$ cat src/sv/tbop_pkg.sv
// Shared types and constants of the timer bank.
package tbop_pkg;

    localparam int NUM_TIMERS_DEF = 16;
    localparam int Q_DEPTH        = 2;

    // opcodes of an input word
    localparam logic [2:0] OP_CREATE = 3'd0;
    localparam logic [2:0] OP_START  = 3'd1;
    localparam logic [2:0] OP_STOP   = 3'd2;
    localparam logic [2:0] OP_RESET  = 3'd3;
    localparam logic [2:0] OP_TICK   = 3'd4;
    localparam logic [2:0] OP_QUERY  = 3'd5;
    localparam logic [2:0] OP_STATS  = 3'd6;
    localparam logic [2:0] OP_UNUSED = 3'd7;

    typedef enum logic [2:0] {
        K_CREATE, K_START, K_STOP, K_RESET, K_TICK, K_QUERY, K_STATS, K_NOP
    } t_kind;

    typedef enum logic [1:0] {
        S_IDLE, S_READ, S_EXEC
    } t_state;

    typedef struct packed {
        logic [2:0]  opcode;
        logic [7:0]  timer_id;
        logic [31:0] period;
        logic        auto_reload;
    } t_in;

    typedef struct packed {
        logic [3:0]  new_id;
        logic        create_ok;
        logic        was_expired;
        logic [4:0]  total_timers;
        logic [4:0]  running_timers;
        logic [4:0]  stopped_timers;
        logic [4:0]  periodic_timers;
        logic [4:0]  one_shot_timers;
        logic [31:0] expire_total;
        logic [31:0] start_total;
    } t_out;

    // classified word handed from front to back
    typedef struct packed {
        t_kind       kind;
        logic [7:0]  timer_id;
        logic [31:0] period;
        logic        auto_reload;
    } t_work;

    // one timer slot as stored in RAM
    typedef struct packed {
        logic [31:0] period;
        logic [31:0] left;
        logic [31:0] fired;
        logic [31:0] started;
        logic        reload;
        logic        running;
        logic        expired;
    } t_rec;

endpackage

$ cat src/sv/tbop_ram.sv
// Generic single-write, single-read RAM with registered read data.
module tbop_ram #(
    parameter int WIDTH = 8,
    parameter int DEPTH = 16,
    parameter int AW    = (DEPTH > 1) ? $clog2(DEPTH) : 1
) (
    input  logic             i_clk,
    input  logic             i_we,
    input  logic [AW-1:0]    i_waddr,
    input  logic [WIDTH-1:0] i_wdata,
    input  logic [AW-1:0]    i_raddr,
    output logic [WIDTH-1:0] o_rdata
);

    logic [WIDTH-1:0] r_mem [DEPTH];
    logic [WIDTH-1:0] r_rdata;

    always_ff @(posedge i_clk) begin
        if (i_we) begin
            r_mem[i_waddr] <= i_wdata;
        end
        r_rdata <= r_mem[i_raddr];
    end

    assign o_rdata = r_rdata;

endmodule

$ cat src/sv/tbop_front.sv
// Front end: accepts input words, classifies the opcode, queues them.
module tbop_front (
    input  logic                i_clk,
    input  logic                i_rst_n,
    input  logic                i_push,
    input  tbop_pkg::t_in       i_item,
    output logic                o_full,
    output logic                o_vld,
    input  logic                i_pop,
    output tbop_pkg::t_work     o_work
);

    localparam int PW = (tbop_pkg::Q_DEPTH > 1) ? $clog2(tbop_pkg::Q_DEPTH) : 1;
    localparam int CW = $clog2(tbop_pkg::Q_DEPTH + 1);

    tbop_pkg::t_work r_q [tbop_pkg::Q_DEPTH];
    logic [PW-1:0]   r_wp, r_rp;
    logic [CW-1:0]   r_cnt;
    tbop_pkg::t_work n_work;
    logic            w_push, w_pop;

    // opcode classification
    always_comb begin
        n_work.timer_id    = i_item.timer_id;
        n_work.period      = i_item.period;
        n_work.auto_reload = i_item.auto_reload;
        case (i_item.opcode)
            tbop_pkg::OP_CREATE: n_work.kind = tbop_pkg::K_CREATE;
            tbop_pkg::OP_START:  n_work.kind = tbop_pkg::K_START;
            tbop_pkg::OP_STOP:   n_work.kind = tbop_pkg::K_STOP;
            tbop_pkg::OP_RESET:  n_work.kind = tbop_pkg::K_RESET;
            tbop_pkg::OP_TICK:   n_work.kind = tbop_pkg::K_TICK;
            tbop_pkg::OP_QUERY:  n_work.kind = tbop_pkg::K_QUERY;
            tbop_pkg::OP_STATS:  n_work.kind = tbop_pkg::K_STATS;
            default:             n_work.kind = tbop_pkg::K_NOP;
        endcase
    end

    assign o_full = (r_cnt == CW'(tbop_pkg::Q_DEPTH));
    assign o_vld  = (r_cnt != '0);
    assign w_push = i_push && !o_full;
    assign w_pop  = i_pop && o_vld;
    assign o_work = r_q[r_rp];

    // queue storage
    always_ff @(posedge i_clk) begin
        if (w_push) begin
            r_q[r_wp] <= n_work;
        end
    end

    // queue pointers
    always_ff @(posedge i_clk) begin
        if (!i_rst_n) begin
            r_wp  <= '0;
            r_rp  <= '0;
            r_cnt <= '0;
        end else begin
            if (w_push) begin
                r_wp <= (r_wp == PW'(tbop_pkg::Q_DEPTH - 1)) ? '0 : r_wp + PW'(1);
            end
            if (w_pop) begin
                r_rp <= (r_rp == PW'(tbop_pkg::Q_DEPTH - 1)) ? '0 : r_rp + PW'(1);
            end
            if (w_push && !w_pop) begin
                r_cnt <= r_cnt + CW'(1);
            end else if (w_pop && !w_push) begin
                r_cnt <= r_cnt - CW'(1);
            end
        end
    end

endmodule

$ cat src/sv/tbop_back.sv
// Back end: executes queued words against the timer slot RAM.
module tbop_back #(
    parameter int NUM_TIMERS = tbop_pkg::NUM_TIMERS_DEF
) (
    input  logic            i_clk,
    input  logic            i_rst_n,
    input  logic            i_vld,
    input  tbop_pkg::t_work i_work,
    output logic            o_pop,
    input  logic            i_out_free,
    output logic            o_res_we,
    output tbop_pkg::t_out  o_res
);

    localparam int IW = (NUM_TIMERS > 1) ? $clog2(NUM_TIMERS) : 1;
    localparam int CW = $clog2(NUM_TIMERS + 1);
    localparam int RW = $bits(tbop_pkg::t_rec);

    tbop_pkg::t_state r_state, n_state;
    tbop_pkg::t_kind  r_kind;
    logic [IW-1:0]    r_idx, n_idx;
    logic [CW-1:0]    r_made, n_made;
    logic [4:0]       r_run, r_stop, r_prd, r_one;
    logic [4:0]       n_run, n_stop, n_prd, n_one;
    tbop_pkg::t_kind  n_kind;

    logic             w_we;
    logic [IW-1:0]    w_waddr;
    tbop_pkg::t_rec   w_wrec, w_rrec;
    logic [RW-1:0]    w_rdata;
    logic             w_id_ok, w_walk, w_last, w_start;
    logic [31:0]      w_left;

    tbop_ram #(.WIDTH(RW), .DEPTH(NUM_TIMERS)) u_ram (
        .i_clk   (i_clk),
        .i_we    (w_we),
        .i_waddr (w_waddr),
        .i_wdata (w_wrec),
        .i_raddr (r_idx),
        .o_rdata (w_rdata)
    );

    assign w_rrec  = tbop_pkg::t_rec'(w_rdata);
    assign w_id_ok = (i_work.timer_id < 8'(r_made));
    assign w_start = (r_state == tbop_pkg::S_IDLE) && i_vld && i_out_free;
    assign w_walk  = (r_kind == tbop_pkg::K_TICK) || (r_kind == tbop_pkg::K_STATS);
    assign w_last  = !w_walk || (r_idx == IW'(r_made - CW'(1)));
    assign o_pop   = w_start;

    // next state
    always_comb begin
        n_state = r_state;
        case (r_state)
            tbop_pkg::S_IDLE: begin
                if (w_start) begin
                    case (i_work.kind)
                        tbop_pkg::K_START, tbop_pkg::K_STOP,
                        tbop_pkg::K_RESET, tbop_pkg::K_QUERY: begin
                            if (w_id_ok) n_state = tbop_pkg::S_READ;
                        end
                        tbop_pkg::K_TICK, tbop_pkg::K_STATS: begin
                            if (r_made != '0) n_state = tbop_pkg::S_READ;
                        end
                        default: n_state = tbop_pkg::S_IDLE;
                    endcase
                end
            end
            tbop_pkg::S_READ: n_state = tbop_pkg::S_EXEC;
            tbop_pkg::S_EXEC: n_state = w_last ? tbop_pkg::S_IDLE : tbop_pkg::S_READ;
            default:          n_state = tbop_pkg::S_IDLE;
        endcase
    end

    // datapath, RAM write and result
    always_comb begin
        n_kind   = r_kind;
        n_idx    = r_idx;
        n_made   = r_made;
        n_run    = r_run;
        n_stop   = r_stop;
        n_prd    = r_prd;
        n_one    = r_one;
        w_we     = 1'b0;
        w_waddr  = r_idx;
        w_wrec   = w_rrec;
        w_left   = '0;
        o_res_we = 1'b0;
        o_res    = '0;
        case (r_state)
            tbop_pkg::S_IDLE: begin
                if (w_start) begin
                    n_kind = i_work.kind;
                    n_idx  = i_work.timer_id[IW-1:0];
                    n_run  = '0;
                    n_stop = '0;
                    n_prd  = '0;
                    n_one  = '0;
                    case (i_work.kind)
                        tbop_pkg::K_CREATE: begin
                            o_res_we = 1'b1;
                            if (r_made < CW'(NUM_TIMERS)) begin
                                w_we           = 1'b1;
                                w_waddr        = r_made[IW-1:0];
                                w_wrec         = '0;
                                w_wrec.period  = i_work.period;
                                w_wrec.left    = i_work.period;
                                w_wrec.reload  = i_work.auto_reload;
                                n_made         = r_made + CW'(1);
                                o_res.new_id   = 4'(r_made);
                                o_res.create_ok = 1'b1;
                            end
                        end
                        tbop_pkg::K_START, tbop_pkg::K_STOP,
                        tbop_pkg::K_RESET, tbop_pkg::K_QUERY: begin
                            o_res_we = !w_id_ok;
                        end
                        tbop_pkg::K_TICK, tbop_pkg::K_STATS: begin
                            n_idx    = '0;
                            o_res_we = (r_made == '0);
                        end
                        default: o_res_we = 1'b1;
                    endcase
                end
            end
            tbop_pkg::S_EXEC: begin
                o_res_we = w_last;
                n_idx    = r_idx + IW'(1);
                case (r_kind)
                    tbop_pkg::K_START: begin
                        w_we           = 1'b1;
                        w_wrec.running = 1'b1;
                        w_wrec.expired = 1'b0;
                        w_wrec.left    = w_rrec.period;
                        w_wrec.started = w_rrec.started + 32'd1;
                    end
                    tbop_pkg::K_STOP: begin
                        w_we           = 1'b1;
                        w_wrec.running = 1'b0;
                    end
                    tbop_pkg::K_RESET: begin
                        w_we           = 1'b1;
                        w_wrec.left    = w_rrec.period;
                        w_wrec.expired = 1'b0;
                    end
                    tbop_pkg::K_QUERY: begin
                        w_we               = 1'b1;
                        w_wrec.expired     = 1'b0;
                        o_res.was_expired  = w_rrec.expired;
                        o_res.expire_total = w_rrec.fired;
                        o_res.start_total  = w_rrec.started;
                    end
                    tbop_pkg::K_TICK: begin
                        // count down, expire at zero, then reload or stop
                        w_left = (w_rrec.left != '0) ? w_rrec.left - 32'd1 : w_rrec.left;
                        if (w_rrec.running) begin
                            w_we        = 1'b1;
                            w_wrec.left = w_left;
                            if (w_left == '0) begin
                                w_wrec.expired = 1'b1;
                                w_wrec.fired   = w_rrec.fired + 32'd1;
                                if (w_rrec.reload) begin
                                    w_wrec.left = w_rrec.period;
                                end else begin
                                    w_wrec.running = 1'b0;
                                end
                            end
                        end
                    end
                    tbop_pkg::K_STATS: begin
                        n_run  = r_run + 5'(w_rrec.running);
                        n_stop = r_stop + 5'(!w_rrec.running);
                        n_prd  = r_prd + 5'(w_rrec.reload);
                        n_one  = r_one + 5'(!w_rrec.reload);
                        o_res.total_timers    = 5'(r_made);
                        o_res.running_timers  = n_run;
                        o_res.stopped_timers  = n_stop;
                        o_res.periodic_timers = n_prd;
                        o_res.one_shot_timers = n_one;
                    end
                    default: w_we = 1'b0;
                endcase
            end
            default: w_we = 1'b0;
        endcase
    end

    // control registers
    always_ff @(posedge i_clk) begin
        if (!i_rst_n) begin
            r_state <= tbop_pkg::S_IDLE;
            r_made  <= '0;
        end else begin
            r_state <= n_state;
            r_made  <= n_made;
        end
    end

    // working registers
    always_ff @(posedge i_clk) begin
        r_kind <= n_kind;
        r_idx  <= n_idx;
        r_run  <= n_run;
        r_stop <= n_stop;
        r_prd  <= n_prd;
        r_one  <= n_one;
    end

endmodule

$ cat src/sv/timer_bank_one_shot_periodic.sv
// Create, unused opcodes and invalid ids give their result without a RAM read.
// Start, stop, reset and query: one RAM read and one write-back of the slot.
// Tick and statistics: one read/modify/write of each created slot in turn
// on the one-read one-write slot RAM; words are executed one at a time behind a 2-word queue.
// Reset clears the queue, result register and created count; slot RAM needs no
// clearing since create writes the whole slot before it can be addressed.
module timer_bank_one_shot_periodic #(
    parameter int NUM_TIMERS = tbop_pkg::NUM_TIMERS_DEF
) (
    input  logic           i_clk,
    input  logic           i_rst_n,
    input  logic           push,
    output logic           full,
    input  tbop_pkg::t_in  i_item,
    output logic           empty,
    input  logic           pop,
    output tbop_pkg::t_out o_result
);

    tbop_pkg::t_work w_work;
    tbop_pkg::t_out  w_res;
    logic            w_vld, w_qpop, w_res_we, w_out_free;
    logic            r_out_vld;
    tbop_pkg::t_out  r_out;

    tbop_front u_front (
        .i_clk   (i_clk),
        .i_rst_n (i_rst_n),
        .i_push  (push),
        .i_item  (i_item),
        .o_full  (full),
        .o_vld   (w_vld),
        .i_pop   (w_qpop),
        .o_work  (w_work)
    );

    tbop_back #(.NUM_TIMERS(NUM_TIMERS)) u_back (
        .i_clk      (i_clk),
        .i_rst_n    (i_rst_n),
        .i_vld      (w_vld),
        .i_work     (w_work),
        .o_pop      (w_qpop),
        .i_out_free (w_out_free),
        .o_res_we   (w_res_we),
        .o_res      (w_res)
    );

    assign w_out_free = !r_out_vld || pop;

    // result register
    always_ff @(posedge i_clk) begin
        if (!i_rst_n) begin
            r_out_vld <= 1'b0;
        end else if (w_res_we) begin
            r_out_vld <= 1'b1;
        end else if (pop) begin
            r_out_vld <= 1'b0;
        end
    end

    always_ff @(posedge i_clk) begin
        if (w_res_we) begin
            r_out <= w_res;
        end
    end

    assign empty    = !r_out_vld;
    assign o_result = r_out;

endmodule

$ cat config.mk
export PLATFORM = sky130hd
export DESIGN_NAME = timer_bank_one_shot_periodic
export DESIGN_NICKNAME = d
export VERILOG_FILES = /design/src/sv/tbop_pkg.sv /design/src/sv/tbop_ram.sv /design/src/sv/tbop_front.sv /design/src/sv/tbop_back.sv /design/src/sv/timer_bank_one_shot_periodic.sv
export SDC_FILE = /design/constraint.sdc
export NUM_CORES = 2
export LEC_CHECK = 0
export ABC_AREA = 0
export BUFFER_PORTS_ARGS = -buffer_cell sky130_fd_sc_hd__buf_2
export CAP_MARGIN = 20
export CORE_AREA = 2 2 440 442
export DETAILED_ROUTE_END_ITERATION = 12
export DIE_AREA = 0 0 442 444
export HOLD_SLACK_MARGIN = 0.12
export MAX_ROUTING_LAYER = met4
export PLACE_DENSITY_LB_ADDON = 0.15
export SYNTH_ARGS = -nofsm -noshare
export SYNTH_HDL_FRONTEND = slang
export SYNTH_HIERARCHICAL = 1
export SYNTH_SLANG_ARGS = --single-unit
$ cat constraint.sdc
create_clock -name i_clk -period 31.1 [get_ports i_clk]
set_input_delay 4.665 -clock i_clk [delete_from_list [all_inputs] [get_ports i_clk]]
set_output_delay 4.665 -clock i_clk [all_outputs]
set_load 0.05 [all_outputs]
==> impl_metrics.csv <==
group,metric,value,unit
run_status,status,"finished clean",
power_and_ir_drop,powerDensity,97.3,nW/um^2
critical_path,worstSetupEndpointType,"flip-flop",
synthesis,synth_cell_types,78,
cts,clock_path_buffers,3,
synthesis,synth_compound_area_share,4.35,%
synthesis,synthAdderAreaFrac,0.275,%
global_routing,grt-ovfl-total,0,
synthesis,synth_area_leaders,"edfxtp_1 73%, mux4_2 12%, dfxtp_1 3.0%",
sta,finalMaxSlewViolations,0,
sta,rsz0062_at_grt,"false",
synthesis,yosysWarnings,6,
critical_path,regToRegSetupSlack,24.38,ns
sta,relSlewSlack,18.2,%
cts,htreeDepth,4,
synthesis,syn-num-nets,4986,
synthesis,syn-instance-count,4917,
critical_path,reg2reg_depth,12,
worst_hold_path,min-delay-start,"u_front/r_cnt[1]$_SDFFE_PN0P_",
synthesis,synth_top_family_by_area,"multiplexers",
synthesis,synthTopCellsByCount,"2306 x edfxtp_1, 508 x mux4_2, 366 x nand2_1",
routing,vias,50300,
routing,wl,257,mm
sta,hold_viol,0,
cts,insertion_delay,0.89,ns
global_routing,grt_pass1_wl,364,mm
die,start_util,49.8,%
sta,skew,0.0600,ns
cts,holdBufCountCts,0,
worst_hold_path,hold_end,"u_front/r_cnt[1]$_SDFFE_PN0P_",
job,drv_cap,0,
routing,first_iter_violations,6613,
sta,setup_violations,0,
synthesis,synth_top_cell_area_share,72.5,%
routing,routedWlPerCell,32.3,um
sta,period_minus_slack,9.54,ns
cts,cts_buffers,240,
finish,fin_nets,5263,
routing,dr.pass1.iters,10,
critical_path,regToRegEndpoint,"u_back/u_ram/r_mem[9][83]$_DFFE_PP_",
power_and_ir_drop,leakage,0.0349,uW
cts,cts-root-buf,"clkbuf_16",
critical_path,rr_startpoint,"u_back/r_state[1]$_SDFFE_PN0P_",
worst_hold_path,hold_path.class,"reg -> reg",
finish,layout-drive-gt1-share,24.5,%
synthesis,async_reset_ff_share,0,%
synthesis,muxShareOfSynthArea,13.1,%
placement,placedInstanceArea,99400,sq um
cts,cts_sinks,2450,
critical_path,worstSetupPathType,"in -> reg",
routing,post-route-drc-count,0,
synthesis,syn-cell-area,95500,sq um
global_routing,grt_start_max_net_pins,118,
placement,numPortBuffers,144,
synthesis,yosysSeqAreaShare,75.6,%
cts,clk_pin_slew,0.06,ns
sta,fin_crit_sh,30.7,%
sta,max_freq,105,MHz
global_routing,grt_pass1_vias,49900,
critical_path,startpoint_type,"primary input",
die,coreArea,192000,sq um
placement,hpwlAfterDp,141,mm
synthesis,avgSynthCellArea,19.4,sq um
synthesis,synth_flop_cell,"edfxtp_1",
die,num_rows,161,
placement,gp_congestion,0.927,
finish,area_growth,13.0,%
die,die_w,442,um
power_and_ir_drop,ir_drop,65.3,uV
synthesis,synth_most_common_cell,"edfxtp_1",
cts,post_cts_buffers,0,
die,floorplan.die_area,196000,sq um
sta,finalSetupTns,0,ns
finish,design_area,108000,sq um
sta,worst_pin_slew,1.23,ns
cts,cts_tree,"done",
routing,ant_nets,0,
global_routing,grt_usage,26.8,%
synthesis,synth_seq_cells,2450,
routing,routed_via_density,6.33,
synthesis,synth-simple-area-share,4.57,%
worst_hold_path,hold-path-cell-count,2,
critical_path,required,31.56,ns
die,chipHeight,444,um
die,io_pins,145,
cts,cts_resized,0,
synthesis,yosys.area.top_type,"edfxtp_1",
synthesis,synth-xor-area-share,0.367,%
global_routing,antenna_found_initial,12,
critical_path,cp_max_fo,46,
critical_path,arrival,10.00,ns
synthesis,synth_edf_count,2306,
[critical path: stages]
cell	delay, ns
buf_2	0.08
nand2b_4	0.18
nand2_1	0.11
or3_1	0.42
inv_1	0.20
nand2_2	0.27
nor2_1	0.32
a21o_1	0.29
nand2b_1	0.30
nor2_4	0.61
buf_4	0.69
buf_4	0.86
buf_4	0.88
[per-layer routing]
layer,track usage (%),vias up,share of wire [%]
li1,-,20800,-
met3,4.17,450,7.9
met2,40.9,2379,48
met4,10.4,0,4.0
met5,-,-,0
met1,36.6,26800,41
[per-stage QoR]
step           worst slack, ns  hold slack (ns)  util (%)  cells  total power [uW]
2_1_floorplan            15.03            0.476         -   4917              6530
3_3_place_gp             20.85            0.508      51.9   7463              7470
3_5_place_dp             20.70            0.534      51.9   7468              7520
4_1_cts                  21.61            0.545      56.2   7928             10500
5_1_grt                  21.41            0.570      56.3   7948             10900
6_report                 21.56            0.562      56.3   7950             10500
[layout by cell type (no fill, tap or decap), drive strengths merged, types with 46 or more instances in the layout]
cell type and count:
a21oi 82, nand2 366, dfxtp 144, clkinv 87
buf 322, mux4 508, a22oi 210, nor2 92
o21ai 93, clkbuf 323, and2 95, edfxtp 2306
nor3 50, nand3 76, mux2i 46, mux2 52
[area by class of cell]
cell class / count / area [sq um]
timing repair buffer: 324 / 2210
multi-input combinational: 2145 / 21900
fill: 14300 / 83700
sequential: 2450 / 72100
clock buffer: 321 / 6560
clock inverter: 139 / 1760
antenna: 12 / 30.0
tap: 2526 / 3160
inverter: 33 / 124
[logic make-up (layout without fill, tap and decap cells)]
| logic type | after synthesis | after routing |
|---|---|---|
| flip-flops | 2450 | 2450 |
| AND/OR/NAND/NOR | 871 | 871 |
| AO/OA/AOI/OAI | 607 | 607 |
| multiplexers | 606 | 606 |
| buffers and inverters | 322 | 817 |
| XOR/XNOR | 40 | 40 |
| adder cells (fa/ha/maj) | 21 | 21 |
| other | 0 | 12 |
[power by group]
group	total, uW	switching [uW]	internal [uW]	leakage (uW)
Combinational	2850	1890	961	0.00869
Clock	3030	1250	1780	0.00406
Sequential	4620	268	4360	0.0222
Total	10500	3400	7090	0.0349
[registers in the layout, summed over array words and instances, names as in the netlist, named ones only]
register	cells
u_back/r_kind	3
u_front/r_wp	1
u_back/r_state	2
u_back/u_ram/r_mem	2096
u_front/r_q	88
u_back/r_idx	4
u_front/r_rp	1
u_front/r_cnt	2
u_back/r_stop	5
u_back/r_one	5
r_out_vld	1
u_back/r_run	5
u_back/r_prd	5
u_back/u_ram/o_rdata	131
o_result	95
u_back/r_made	5
[worst max path at each step]
stage | start | end | slack, ns | depth (start not counted)
detailed placement | pop | u_back/u_ram/r_mem[9][109]$_DFFE_PP_ | 20.70 | 13
floorplan | pop | u_back/u_ram/r_mem[0][0]$_DFFE_PP_ | 15.03 | 10
finish | pop | u_back/u_ram/r_mem[9][83]$_DFFE_PP_ | 21.56 | 13
CTS | pop | u_back/u_ram/r_mem[9][83]$_DFFE_PP_ | 21.61 | 13
global placement | pop | u_back/u_ram/r_mem[9][109]$_DFFE_PP_ | 20.85 | 13
global route | pop | u_back/u_ram/r_mem[9][75]$_DFFE_PP_ | 21.41 | 13
Power figures use the tool's default switching activity.
